## src/gsu_pkg.sv

```systemverilog
// ----------------------------------------------------------------------------
// gsu_pkg - shared types and helpers for the GSM septet unpacker
// Queue entry layout, handshake status groups and hex character decoding.
// ----------------------------------------------------------------------------
package gsu_pkg;

	localparam logic [7:0] CHAR_ZERO = 8'h30;  // '0'
	localparam logic [7:0] CHAR_NINE = 8'h39;  // '9'
	localparam logic [7:0] CHAR_A    = 8'h41;  // 'A'
	localparam logic [7:0] CHAR_F    = 8'h46;  // 'F'
	localparam logic [7:0] NIBBLE_A  = 8'd10;  // value of hex digit A
	localparam int         LAST_SHIFT = 6;     // seventh octet of a group

	// One octet's septets: sep0 always, sep1 on a seventh octet short of the count
	typedef struct packed {
		logic       two;
		logic [6:0] sep0;
		logic       done0;
		logic [6:0] sep1;
		logic       done1;
	} queue_entry_t;

	typedef struct packed {
		logic         valid;
		queue_entry_t entry;
	} queue_push_t;

	typedef struct packed {
		logic full;
		logic empty;
	} queue_status_t;

	// Decode one ASCII hex digit (0-9, A-F); anything else counts as zero
	function automatic logic [3:0] hex_nibble(input logic [7:0] c);
		logic [7:0] v;
		v = 8'd0;
		if (c >= CHAR_ZERO && c <= CHAR_NINE) begin
			v = c - CHAR_ZERO;
		end else if (c >= CHAR_A && c <= CHAR_F) begin
			v = c - CHAR_A + NIBBLE_A;
		end
		return v[3:0];
	endfunction

endpackage

```

## src/gsu_in_if.sv

```systemverilog
// ----------------------------------------------------------------------------
// gsu_in_if - hex pair channel
// One beat carries one octet as two ASCII hex characters plus message start.
// ----------------------------------------------------------------------------
interface gsu_in_if;
	logic       valid;
	logic       ready;
	logic [7:0] hex_high;
	logic [7:0] hex_low;
	logic       start_req;
	logic [7:0] septet_total;

	modport source (output valid, output hex_high, output hex_low, output start_req,
		output septet_total, input ready);
	modport sink (input valid, input hex_high, input hex_low, input start_req,
		input septet_total, output ready);
endinterface

```

## src/gsu_out_if.sv

```systemverilog
// ----------------------------------------------------------------------------
// gsu_out_if - septet channel
// One beat carries one 7-bit character with its end flags.
// ----------------------------------------------------------------------------
interface gsu_out_if;
	logic       valid;
	logic       ready;
	logic [6:0] septet;
	logic       last;
	logic       message_done;

	modport source (output valid, output septet, output last, output message_done,
		input ready);
	modport sink (input valid, input septet, input last, input message_done,
		output ready);
endinterface

```

## src/gsu_front.sv

```systemverilog
// ----------------------------------------------------------------------------
// gsu_front - octet decode and shift state
// Accepts hex pairs, tracks shift position and count, queues the septets.
// ----------------------------------------------------------------------------
module gsu_front #(
	parameter int COUNT_BITS = 8
) (
	input  logic                 clk,
	input  logic                 arst_n,
	gsu_in_if.sink               octets,
	input  gsu_pkg::queue_status_t status,
	output gsu_pkg::queue_push_t push
);
	import gsu_pkg::*;

	logic [7:0]            prev_q;
	logic [2:0]            shift_q;
	logic [COUNT_BITS-1:0] out_q;
	logic [COUNT_BITS-1:0] wanted_q;

	logic [7:0]            eff_prev;
	logic [2:0]            eff_shift;
	logic [COUNT_BITS-1:0] eff_out;
	logic [COUNT_BITS-1:0] eff_wanted;
	logic [COUNT_BITS-1:0] cnt1;
	logic [COUNT_BITS-1:0] cnt2;
	logic [7:0]            octet;
	logic [2:0]            m;
	logic [15:0]           pair;
	logic [3:0]            sh;
	logic                  active;
	logic                  accept;
	logic                  done0;
	logic                  two;

	assign octets.ready = !status.full;
	assign accept       = octets.valid && octets.ready;

	always_comb begin
		eff_prev   = octets.start_req ? 8'd0 : prev_q;
		eff_shift  = octets.start_req ? 3'd0 : shift_q;
		eff_out    = octets.start_req ? '0 : out_q;
		eff_wanted = octets.start_req ? COUNT_BITS'(octets.septet_total) : wanted_q;
		active     = eff_out < eff_wanted;
		octet      = {hex_nibble(octets.hex_high), hex_nibble(octets.hex_low)};
		m          = (eff_shift > 3'(LAST_SHIFT)) ? 3'(LAST_SHIFT) : eff_shift;
		// octet above prev; shift right by 8-m leaves the merged septet in the low bits
		pair       = {octet, eff_prev};
		sh         = 4'd8 - {1'b0, m};
		cnt1       = eff_out + COUNT_BITS'(1);
		cnt2       = eff_out + COUNT_BITS'(2);
		done0      = cnt1 == eff_wanted;
		two        = (m == 3'(LAST_SHIFT)) && !done0;

		push.valid       = accept && active;
		push.entry.two   = two;
		push.entry.sep0  = 7'(pair >> sh);
		push.entry.done0 = done0;
		push.entry.sep1  = octet[7:1];
		push.entry.done1 = cnt2 == eff_wanted;
	end

	always_ff @(posedge clk or negedge arst_n) begin
		if (!arst_n) begin
			prev_q   <= 8'd0;
			shift_q  <= 3'd0;
			out_q    <= '0;
			wanted_q <= '0;
		end else if (accept) begin
			wanted_q <= eff_wanted;
			if (active) begin
				prev_q  <= octet;
				shift_q <= (m == 3'(LAST_SHIFT)) ? 3'd0 : m + 3'd1;
				out_q   <= two ? cnt2 : cnt1;
			end else begin
				prev_q  <= eff_prev;
				shift_q <= eff_shift;
				out_q   <= eff_out;
			end
		end
	end

endmodule

```

## src/gsu_queue.sv

```systemverilog
// ----------------------------------------------------------------------------
// gsu_queue - two-entry queue between front and back
// Holds decoded octet results so each side can stall on its own.
// ----------------------------------------------------------------------------
module gsu_queue (
	input  logic                   clk,
	input  logic                   arst_n,
	input  gsu_pkg::queue_push_t   push,
	input  logic                   pop,
	output gsu_pkg::queue_status_t status,
	output gsu_pkg::queue_entry_t  head
);
	import gsu_pkg::*;

	queue_entry_t entry_q [2];
	logic         wr_ptr_q;
	logic         rd_ptr_q;
	logic [1:0]   count_q;
	logic         do_push;
	logic         do_pop;

	assign status.full  = count_q == 2'd2;
	assign status.empty = count_q == 2'd0;
	assign do_push      = push.valid && !status.full;
	assign do_pop       = pop && !status.empty;
	assign head         = entry_q[rd_ptr_q];

	always_ff @(posedge clk) begin
		if (do_push) begin
			entry_q[wr_ptr_q] <= push.entry;
		end
	end

	always_ff @(posedge clk or negedge arst_n) begin
		if (!arst_n) begin
			wr_ptr_q <= 1'b0;
			rd_ptr_q <= 1'b0;
			count_q  <= 2'd0;
		end else begin
			if (do_push) begin
				wr_ptr_q <= !wr_ptr_q;
			end
			if (do_pop) begin
				rd_ptr_q <= !rd_ptr_q;
			end
			case ({do_push, do_pop})
				2'b10:   count_q <= count_q + 2'd1;
				2'b01:   count_q <= count_q - 2'd1;
				default: count_q <= count_q;
			endcase
		end
	end

endmodule

```

## src/gsu_back.sv

```systemverilog
// ----------------------------------------------------------------------------
// gsu_back - septet emitter
// Drives one or two septet beats per queue entry, then pops it.
// ----------------------------------------------------------------------------
module gsu_back (
	input  logic                   clk,
	input  logic                   arst_n,
	input  gsu_pkg::queue_status_t status,
	input  gsu_pkg::queue_entry_t  head,
	output logic                   pop,
	gsu_out_if.source              septets
);
	import gsu_pkg::*;

	logic sub_q;  // 1 while the second septet of the head entry is due
	logic beat;

	assign septets.valid        = !status.empty;
	assign septets.septet       = sub_q ? head.sep1 : head.sep0;
	assign septets.last         = sub_q || !head.two;
	assign septets.message_done = sub_q ? head.done1 : head.done0;
	assign beat                 = septets.valid && septets.ready;
	assign pop                  = beat && septets.last;

	always_ff @(posedge clk or negedge arst_n) begin
		if (!arst_n) begin
			sub_q <= 1'b0;
		end else if (beat) begin
			sub_q <= !septets.last;
		end
	end

endmodule

```

## src/gsm_septet_unpacker.sv

```systemverilog
// ----------------------------------------------------------------------------
// gsm_septet_unpacker - GSM 7-bit default alphabet unpacking
// Turns hex-encoded SMS user data into septets, stopping at the message count.
// ----------------------------------------------------------------------------
// A septet is registered in the queue and offered when its entry is the head.
// Throughput: one octet beat per cycle while the queue has room, but the
// seventh octet of a group gives two beats on the single output port, so
// the two-entry queue fills and holds the input back, as do output stalls.
// Reset: arst_n clears shift state, counts, queue and emitter at once.
// ----------------------------------------------------------------------------
module gsm_septet_unpacker #(
	parameter int COUNT_BITS = 8
) (
	input  logic       clk,
	input  logic       arst_n,
	gsu_in_if.sink     octets,
	gsu_out_if.source  septets
);
	import gsu_pkg::*;

	queue_push_t   push;
	queue_status_t status;
	queue_entry_t  head;
	logic          pop;

	// Front: decode hex pair, merge with the previous octet, advance counts
	gsu_front #(
		.COUNT_BITS(COUNT_BITS)
	) u_front (
		.clk    (clk),
		.arst_n (arst_n),
		.octets (octets),
		.status (status),
		.push   (push)
	);

	// Queue: decouple octet intake from septet delivery
	gsu_queue u_queue (
		.clk    (clk),
		.arst_n (arst_n),
		.push   (push),
		.pop    (pop),
		.status (status),
		.head   (head)
	);

	// Back: deliver one or two beats per entry
	gsu_back u_back (
		.clk     (clk),
		.arst_n  (arst_n),
		.status  (status),
		.head    (head),
		.pop     (pop),
		.septets (septets)
	);

	// The front must never offer an entry the queue cannot hold
	a_no_push_full: assert property (@(posedge clk) disable iff (!arst_n)
		!(push.valid && status.full))
		else $error("push while queue full");

	// A non-final beat is always followed by the second septet of the octet
	a_second_follows: assert property (@(posedge clk) disable iff (!arst_n)
		(septets.valid && septets.ready && !septets.last) |=> septets.valid)
		else $error("second septet missing");

	// The final septet of a message ends its octet's beats
	a_done_is_last: assert property (@(posedge clk) disable iff (!arst_n)
		(septets.valid && septets.message_done) |-> septets.last)
		else $error("message end on a non-final beat");

endmodule

```

## src/flat_wrapper.sv

```systemverilog
// flat-port wrapper written by rule: the top's interface ports become plain ports
module gsm_septet_unpacker_flat import gsu_pkg::*;
#(
	parameter int COUNT_BITS = 8
)
  (clk, arst_n, octets_valid, octets_hex_high, octets_hex_low, octets_start_req, octets_septet_total, octets_ready, septets_valid, septets_septet, septets_last, septets_message_done, septets_ready);
  gsu_in_if octets_i ();
  gsu_out_if septets_i ();
  input  logic clk;
  input  logic arst_n;
  input wire logic [$bits(octets_i.valid)-1:0] octets_valid;
  input wire logic [$bits(octets_i.hex_high)-1:0] octets_hex_high;
  input wire logic [$bits(octets_i.hex_low)-1:0] octets_hex_low;
  input wire logic [$bits(octets_i.start_req)-1:0] octets_start_req;
  input wire logic [$bits(octets_i.septet_total)-1:0] octets_septet_total;
  output wire logic [$bits(octets_i.ready)-1:0] octets_ready;
  output wire logic [$bits(septets_i.valid)-1:0] septets_valid;
  output wire logic [$bits(septets_i.septet)-1:0] septets_septet;
  output wire logic [$bits(septets_i.last)-1:0] septets_last;
  output wire logic [$bits(septets_i.message_done)-1:0] septets_message_done;
  input wire logic [$bits(septets_i.ready)-1:0] septets_ready;
  assign octets_i.valid = octets_valid;
  assign octets_i.hex_high = octets_hex_high;
  assign octets_i.hex_low = octets_hex_low;
  assign octets_i.start_req = octets_start_req;
  assign octets_i.septet_total = octets_septet_total;
  assign octets_ready = octets_i.ready;
  assign septets_valid = septets_i.valid;
  assign septets_septet = septets_i.septet;
  assign septets_last = septets_i.last;
  assign septets_message_done = septets_i.message_done;
  assign septets_i.ready = septets_ready;
  gsm_septet_unpacker #(.COUNT_BITS(COUNT_BITS)) u_core (.clk(clk), .arst_n(arst_n), .octets(octets_i), .septets(septets_i));
endmodule
```

## config.mk

```make
export PLATFORM = sky130hd
export DESIGN_NAME = gsm_septet_unpacker_flat
export DESIGN_NICKNAME = d
export VERILOG_FILES = /design/src/gsu_pkg.sv /design/src/gsu_in_if.sv /design/src/gsu_out_if.sv /design/src/gsu_front.sv /design/src/gsu_queue.sv /design/src/gsu_back.sv /design/src/gsm_septet_unpacker.sv /design/src/flat_wrapper.sv
export SDC_FILE = /design/constraint.sdc
export NUM_CORES = 1
export LEC_CHECK = 0
export BUFFER_PORTS_ARGS = -buffer_cell sky130_fd_sc_hd__buf_2
export CORE_UTILIZATION = 41
export DETAILED_ROUTE_END_ITERATION = 10
export GPL_TIMING_DRIVEN = 0
export MAX_ROUTING_LAYER = met4
export PLACE_DENSITY = 0.56
export SYNTH_ARGS = -nofsm -noshare
export SYNTH_HDL_FRONTEND = slang
export SYNTH_HIERARCHICAL = 1
export SYNTH_SLANG_ARGS = --single-unit
```

## constraint.sdc

```tcl
create_clock -name clk -period 3.1 [get_ports clk]
set_input_delay 0.62 -clock clk [delete_from_list [all_inputs] [get_ports clk]]
set_output_delay 0.62 -clock clk [all_outputs]
set_load 0.005 [all_outputs]
```

After elaboration in Yosys (flattened, before gate mapping)
Memory sizes are Yosys's and may differ from the RTL's.
Cells that the tools add are included.
- memory bits (writable): 34
- logic and storage cells: 78
- bits in registers: 32
- memories kept: 1
- memories (name ; words ; width ; rd ports ; clocked after memory_dff ; write ports ; line ; text):
    u_core.u_queue.entry_q ; 2 ; 17 ; 1 ; 0 ; 1 ; gsu_queue.sv:15 ; queue_entry_t entry_q [2];
- shifts and indexed selects: 1
- muxes and demuxes: 19
- order comparisons: 10
- add/sub/neg operators: 12
- equal/unequal tests: 6
- reduce and logical (&&, ||, !) cells: 21
- operators by type and width (operator ; count):
    $mux 8 ; 6
    $eq 8x8->1 ; 2
    $ge 8x6->1 const B ; 2
    $ge 8x7->1 const B ; 2
    $le 8x6->1 const B ; 2
    $le 8x7->1 const B ; 2
    $mux 4 ; 4
    $shr 16x4->7 ; 1
    $sub 4x1->4 const B ; 4
    $mux 3 ; 4
    $logic_and 1x1->1 ; 11
    $add 4x4->4 const B ; 2
    $add 8x1->8 const B ; 1
    $add 8x2->8 const B ; 1
    $lt 8x8->1 ; 1
    $logic_not 1->1 ; 7
    $mux 7 ; 1
    $eq 2x2->1 const B ; 2
    $pmux 2 s2 ; 1
    $sub 4x3->4 const A ; 1
    $add 3x1->3 const B ; 1
    $eq 3x3->1 const B ; 1
    $gt 3x3->1 const B ; 1
    $mux 1 ; 3
    other kinds (6) ; 6

Logic depth before layout (Yosys ltp)
Gate-level depths: netlist (run 1).
- depth after elaboration: 7
- gate-level depth with buffers: 18

By module
Netlist (run 1), hierarchy kept.
- by module, submodules not included (module ; instances ; area an instance (µm²) ; cells an instance ; seq. area each (µm²)):
    gsu_front ; 1 ; 3104.2 ; 378 ; 675.6
    gsu_queue ; 1 ; 1473.9 ; 71 ; 1121.1
    gsu_back ; 1 ; 200.2 ; 16 ; 25.0

Worst setup path before layout (run 1)
OpenSTA, ideal clock, no wires.
- path kind: in2reg
- start: input port octets_start_req
- end: memory u_core/u_queue/entry_q[0][0] (netlist bit) (enable)
- stages on the path: 15
- library setup time: 390 ps
- slack: -1102 ps
- required time: 2710 ps
- path buffers: 5
- arrival time: 3812 ps
- cells stage by stage: buf_4 buf_2 buf_2 buf_1 a21boi_0 ha_1 nor2b_1 o221ai_1 o21ai_0 o221ai_1 nand2_1 inv_1 buf_4 nand2_1 nor2_1
- RTL lines (what ; line ; text):
    start: declaration ; flat_wrapper.sv:14 ; input wire logic [$bits(octets_i.start_req)-1:0] octets_start_req;
    end: declaration ; gsu_queue.sv:15 ;

==> results by group, run 1 <==
Setup path
  • Max FO, Critical Path: 11
  • Reg-to-Reg Start: u_core/u_front/shift_q[2]$_DFFE_PN0P_
  • R2R depth: 9
  • Req. time, crit path: about 3300 ps
  • Crit path from: octets_start_req
  • Critical path class: in2reg
  • Startpoint Class: input port
  • Crit path DAT: around 3200 ps
  • Setup crit end kind: flop

Cells and area
  • Fin nets: between 500 and 600
  • Area of the multi-input gates: around 2800 um2
  • P&R area growth vs syn: 18.2%
  • Register area: around 1800 um2
  • Number of diodes: 0
  • Fillcell total: 1069
  • Commonest non-fill, non-tap cell in the layout: buf_2
  • Layout cells sized above 1: around 30%
  • Most frequent cells in the layout: buf_2 (43), nand2_1 (41), edfxtp_1 (34)
  • Non-filler instance count after layout: roughly 670

Yosys
  • Synth Area in Adders: 4.45%
  • Synth cell types: 77
  • Synthesis Warnings: 6
  • Main flop type after synthesis: edfxtp_1
  • Number of synthesized flops with an enable pin: 34
  • Post-Synth Simple-Gate Area: 16.2%
  • Cell area after synthesis: between 4000 and 5000 um2
  • Post-synthesis xor/xnor area fraction: 5.26%
  • Mux cell area share after synthesis: roughly 14%
  • Mean Syn Cell Area: approximately 10 um2
  • Compound-cell area share of the yosys netlist: between 15 and 20%
  • Register area share after synthesis: 38.1%
  • Post-synth ARST share: between 40% and 50%
  • Largest family of logic cells by synthesized area: compound AO/OA/AOI/OAI gates
  • Synthesized flop and latch total: 66
  • Cells after synthesis: roughly 470
  • Net Count, Synth: between 500 and 600

Route
  • Via count: ~3.8k
  • Drt wl/cell: between 15 and 20 um
  • Total wire length: ~12000 um
  • Antenna Nets Post-Route: 0
  • DRC: 0
  • Vias per std cell: approximately 5.7
  • 1st-pass router iterations: 5
  • Initial DRC count: roughly 340

Timing
  • Worst clock skew: approximately 10 ps
  • Final Hold Fails: 0
  • Setup violators final: 0
  • Tcrit/Tclk final: between 90% and 100%
  • Normalized max-slew margin: approximately half
  • Worst-Margin Slew: a little under 800 ps
  • Max Freq: approximately 0.34 GHz
  • Final Critical Period: 2980 ps
  • Max-slew violation count: 0
  • Setup ws final: approximately 120 ps

Place
  • Post-Place Cells: between 600 and 700
  • Dpl hpwl: ~8400 um
  • Place WS: -980 ps
  • IO Port Bufs: 39
  • Gpl congestion: 0.868

Power and ir drop
  • Worst vdd ir: 326 uV
  • Leakage: between 2 and 2.5 nW
  • Pwr Density: 801 nW/um2

Clocking
  • Num CTS Buffers: 9
  • CTS tree: yes
  • Max clock buf depth: 2
  • Clk pin slew, worst setup/hold paths: around 60 ps
  • CTS HTree Levels: 3
  • Number of hold buffers added after CTS: 0
  • Clk_lat worst skew: between 300 and 400 ps
  • Root Buffer: clkbuf_16
  • CTS sink count: between 60 and 70

GRT
  • Vias in the first global route: between 3k and 4k
  • Initial antenna violation count: 0
  • Total track usage: a little over a fifth
  • Largest net degree at the start of global routing: 33
  • First-pass GRT wire length: 18500 um
  • Global route overflow: 0

Die
  • Core Footprint: 11400 um2
  • Die footprint: 12100 um2
  • Io pins: 40
  • Die Y: between 100 and 150 um
  • Die Wd: around 110 um
  • Starting Density: between 40 and 50%
  • Num rows: 39

Flow run
  • Max-cap violation count: 0

Worst hold path
  • Min-delay worst type: in2async

Outcome
  • Outcome: finished clean
[state kept, by name, summed over array words and instances, names as in the netlist]
register	flops
u_core/u_front/shift_q	3
u_core/u_queue/count_q	2
u_core/u_front/wanted_q	8
u_core/u_front/out_q	8
u_core/u_front/prev_q	8
u_core/u_queue/entry_q	34
u_core/u_back/sub_q	1
u_core/u_queue/wr_ptr_q	1
u_core/u_queue/rd_ptr_q	1
[layer usage]
metal  vias to the layer above  GRT usage (%)  wire, um
met4                         0           7.62       140
met1                      1862           28.1      5450
met2                       107           32.7      5510
met3                        11           2.31       488
met5                         -              -         0
li1                       1819              -         -
[cell families (layout without fill, tap and decap cells)]
| kind of cell | after synthesis | count (layout) |
|---|---|---|
| flip-flops | 66 | 66 |
| AND/OR/NAND/NOR | 147 | 147 |
| buffers and inverters | 52 | 110 |
| adder cells (fa/ha/maj) | 17 | 17 |
| XOR/XNOR | 27 | 27 |
| AO/OA/AOI/OAI | 102 | 102 |
| multiplexers | 54 | 54 |
[through the flow]
step | setup TNS, ps | util (%) | area [um2] | hold WS [ps] | total power [mW]
2_1_floorplan | -2350 | - | 4840 | 324 | 2.95
3_3_place_gp | -47660 | 45.8 | 5210 | 480 | 3.44
3_5_place_dp | -48610 | 45.8 | 5210 | 485 | 3.47
4_1_cts | 0 | 48.9 | 5560 | 387 | 4.48
5_1_grt | -1.38 | 49.7 | 5650 | 441 | 4.83
6_report | 0 | 49.7 | 5650 | 360 | 4.52
[Yosys cell counts (8+ instances only)]
cell type,number,area share [%]
inv_1,22,1.7
xor2_1,9,1.6
mux2_4,17,5.3
a21oi_1,15,1.6
o21ai_0,20,2.1
nor2_1,22,1.7
nor2b_1,14,1.8
dfrtp_1,32,17
nand3_1,19,2.0
mux2i_1,18,3.8
a211oi_1,8,1.3
edfxtp_1,34,21
clkbuf_1,10,0.79
xnor2_1,17,3.1
mux2_2,18,4.2
ha_1,17,4.5
nand2_1,43,3.4
[where the power goes]
group          internal (mW)  switching, mW  leakage (nW)
Combinational           1.07           1.10          1.48
Clock                  0.539          0.395         0.135
Sequential              1.24          0.183         0.730
Total                   2.84           1.68          2.34
[critical path: stages]
cell      delay [ps]
clkbuf_4         170
buf_12           140
buf_12           140
buf_8            140
mux2_2           350
ha_1             230
nor2b_4          130
o21ai_0           90
o21ai_1          180
o221ai_2         140
nand2_2          130
inv_4             50
buf_12           140
nand2_4           90
ha_4             140
xnor2_2          100
nor2_2            50
xor2_1           130
[path summary, 6_finish.rpt]
check | endpoint | slack [ps]
min in group clk | u_core/u_front/prev_q[0]$_DFFE_PN0P_ | 500
worst min-delay path | u_core/u_front/wanted_q[6]$_DFFE_PN0P_ | 360
worst min register to register | u_core/u_front/prev_q[0]$_DFFE_PN0P_ | 500
worst max register to register | u_core/u_queue/entry_q[1][13]$_DFFE_PP_ | 240
max in group asynchronous | u_core/u_front/prev_q[4]$_DFFE_PN0P_ | 2240
worst max-delay path | u_core/u_queue/count_q[1]$_DFFE_PN0P_ | 120
[final cells by class]
| class | count | area share, % |
|---|---|---|
| multi-input combinational | 347 | 49.6 |
| sequential | 66 | 32.3 |
| timing repair buffer | 46 | 4.65 |
| clock buffer | 9 | 3.99 |
| buffer | 24 | 3.83 |
| tap | 143 | 3.17 |
| inverter | 24 | 1.73 |
| clock inverter | 7 | 0.798 |
[what timing repair did]
action | in CTS | in global routing
buffers inserted | 5 | 2
pin swaps | 2 | 3
setup endpoints to repair | 57 | 67
gates resized for setup | 10 | 20
No activity file was read; power rests on OpenSTA's default activity.
==> run 2: changes to the inputs <==
--- a/config.mk
+++ b/config.mk
@@ -10,3 +10,2 @@
 export DETAILED_ROUTE_END_ITERATION = 10
-export GPL_TIMING_DRIVEN = 0
 export MAX_ROUTING_LAYER = met4
==> constraint.sdc (replaced) <==
create_clock -name clk -period 3.1 [get_ports clk]
set_input_delay 0.31 -clock clk [delete_from_list [all_inputs] [get_ports clk]]
set_output_delay 0.31 -clock clk [all_outputs]
set_load 0.005 [all_outputs]
==> run 2 against run 1 <==
Clock power rose by 20%. Largest cell class unchanged. Sequential share of layout area rose by 0.82 points. Sequential power rose by 3%. Highest routed layer unchanged. Cell count fell by 1.2%. Hold slack got worse by 320 ps. Largest power group unchanged.
==> results by group, run 2 (synthesized netlist as in run 1, its figures left out) <==
Clocking
  • Max clock buf depth: 2 (unchanged)
  • Number of hold buffers added after CTS: 0 (unchanged)
  • Cts repair resizes: 0 (-10)
  • CTS tree: yes
  • # Post-CTS Setup Buffers: 0 (-5)
  • Num CTS Buffers: 9 (unchanged)
  • CTS sink count: 66 (unchanged)
  • Clk pin slew, worst setup/hold paths: 60 ps (about the same)
  • CTS HTree Levels: 3 (unchanged)
  • Root Buffer: clkbuf_16
  • Clk_lat worst skew: 340 ps (about the same)

Power and ir drop
  • Power share of the combinational group: 43.5% (-4.5 points)
  • Pwr Density: 829 nW/um2 (+3.5%)
  • Flop pwr share: 32.0% (+0.6 points)
  • P_sw: 1.64 mW (-2.6%)
  • Switching share of power: 35.8% (-1.3 points)
  • Clock power share: 24.5% (+3.9 points)
  • Worst vdd ir: 350 uV (+7.4%)
  • Internal power: 2.93 mW (+3.0%)
  • Leakage: 2.29 nW (-2.3%)

Route
  • Initial DRC count: 295 (-12%)
  • DRC: 0 (unchanged)
  • Drt wl/cell: 16.8 um (-3.3%)
  • Total wire length: 11100 um (-4.4%)
  • Via count: 3705 (-2.5%)
  • Antenna Nets Post-Route: 0 (unchanged)
  • 1st-pass router iterations: 5 (unchanged)
  • Vias per std cell: 5.63 (-1.3%)

GRT
  • Global route overflow: 0 (unchanged)
  • Initial antenna violation count: 0 (unchanged)
  • Vias in the first global route: 3451 (-2.2%)
  • Total track usage: 20.0% (-1.0 points)
  • Largest net degree at the start of global routing: 33 (unchanged)
  • First-pass GRT wire length: 17700 um (-4.2%)

Cells and area
  • Most frequent cells in the layout: nand2_1 (41), buf_2 (39), edfxtp_1 (34)
  • P&R area growth vs syn: 15.3%
  • Number of diodes: 0 (unchanged)
  • Commonest non-fill, non-tap cell in the layout: nand2_1
  • Non-filler instance count after layout: 658 (-1.2%)
  • Max reg flops: 34 (unchanged)
  • Largest reg by FF count: u_core/u_queue/entry_q
  • Layout cells sized above 1: 27.8% (-2.6 points)
  • Fin nets: 556 (-1.4%)

Timing
  • Max Freq: 0.352 GHz (+4.8%)
  • Normalized max-slew margin: 48.9% (+0.38 points)
  • Tcrit/Tclk final: 91.7% (-4.4 points)
  • Max-slew violation count: 0 (unchanged)
  • TNS Setup: 0 ps (unchanged)
  • Final Critical Period: 2840 ps (-138 ps)
  • Worst-Margin Slew: 766 ps (-5.68 ps)
  • Worst clock skew: 6.51 ps (-3.89 ps)
  • Final Hold Fails: 0 (unchanged)
  • Setup violators final: 0 (unchanged)
  • RSZ-0062 raised after global routing: no

Outcome
  • Outcome: finished clean

Die
  • Num rows: 39 (unchanged)
  • Die Y: 110 um (unchanged)
  • Starting Density: 42.0% (unchanged)
  • Core Footprint: 11400 um2 (unchanged)
  • Die footprint: 12100 um2 (unchanged)
  • Io pins: 40 (unchanged)
  • Die Wd: 110 um (unchanged)

Place
  • Dpl hpwl: 8160 um (-2.3%)
  • Post-Place Cells: 642 (-0.77%)
  • IO Port Bufs: 39 (unchanged)
  • Gpl congestion: 0.864 (-0.47%)

Setup path
  • Critical path class: reg2reg
  • Flop-to-flop setup slack: 260 ps (+20 ps)
  • Startpoint Class: flop
  • Crit path DAT: 3040 ps (-150 ps)
  • Setup crit end kind: flop
  • Req. time, crit path: 3290 ps (-20 ps)
  • Max FO, Critical Path: 13 (+2)

Worst hold path
  • Min-delay worst type: in2async

Flow run
  • Max-cap violation count: 0 (unchanged)
-- run 2: cell count changes in the layout (fill, tap and decap cells not counted), moves of 3 or more --
| cell | before | now |
|---|---|---|
| clkinv_2 | 4 | 1 |
| buf_4 | 11 | 22 |
| buf_6 | 3 | 0 |
| clkbuf_1 | 4 | 0 |
| buf_12 | 5 | 1 |
| buf_2 | 43 | 39 |
-- run 2: cell type report --
class / instances / area [um2]
inverter: 24 / 90.1
clock inverter: 7 / 103
fill: 1078 / 5860
clock buffer: 9 / 225
tap: 143 / 179
timing repair buffer: 62 / 380
sequential: 66 / 1820
multi-input combinational: 347 / 2710
-- run 2: layer usage --
layer	vias up	share of wire, %	track usage (%)
li1	1804	-	-
met1	1793	48	27.8
met2	97	46	29.8
met3	11	4.1	2.61
met4	0	1.4	6.86
met5	-	0	-
-- run 2: critical path: stages (launching register included) --
cell	delay, ps
dfrtp_1	440
nor2b_1	180
buf_4	160
ha_1	240
and3b_1	210
or4_1	470
nand3_1	140
nand3_2	110
o21a_1	380
a32oi_1	260
o21ai_0	110
-- run 2: stage by stage --
step | worst slack, ps | area [um2] | util [%] | power [mW] | hold slack, ps
4_1_cts | 228 | 5500 | 48.4 | 4.59 | 74.5
3_5_place_dp | -27.2 | 5180 | 45.5 | 3.46 | 431
2_1_floorplan | 16.8 | 4800 | - | 2.93 | 14.4
5_1_grt | 47.3 | 5510 | 48.4 | 4.85 | 114
6_report | 257 | 5510 | 48.4 | 4.56 | 43.8
3_3_place_gp | -32.9 | 5180 | 45.5 | 3.42 | 432
-- run 2: path summary, 6_finish.rpt --
path / startpoint / endpoint / depth (start not counted)
worst max-delay path: u_core/u_front/out_q[1]$_DFFE_PN0P_ / u_core/u_front/out_q[2]$_DFFE_PN0P_ / 10
worst min register to register: u_core/u_front/wanted_q[4]$_DFFE_PN0P_ / u_core/u_front/wanted_q[4]$_DFFE_PN0P_ / 1
worst max register to register: u_core/u_front/out_q[1]$_DFFE_PN0P_ / u_core/u_front/out_q[2]$_DFFE_PN0P_ / 10
min in group clk: octets_septet_total[6] / u_core/u_front/wanted_q[6]$_DFFE_PN0P_ / 2
worst min-delay path: arst_n / u_core/u_front/wanted_q[2]$_DFFE_PN0P_ / 1
max in group asynchronous: arst_n / u_core/u_front/out_q[3]$_DFFE_PN0P_ / 1
-- run 2: power by group through the flow --
stage                     sequential (mW)  combinational [mW]  clock (mW)
after CTS                            1.46                2.00        1.13
after floorplan                      1.35                1.58           0
final                                1.46                1.99        1.12
after global placement               1.46                1.96           0
after detailed placement             1.47                1.99           0
after global routing                 1.49                2.19        1.16
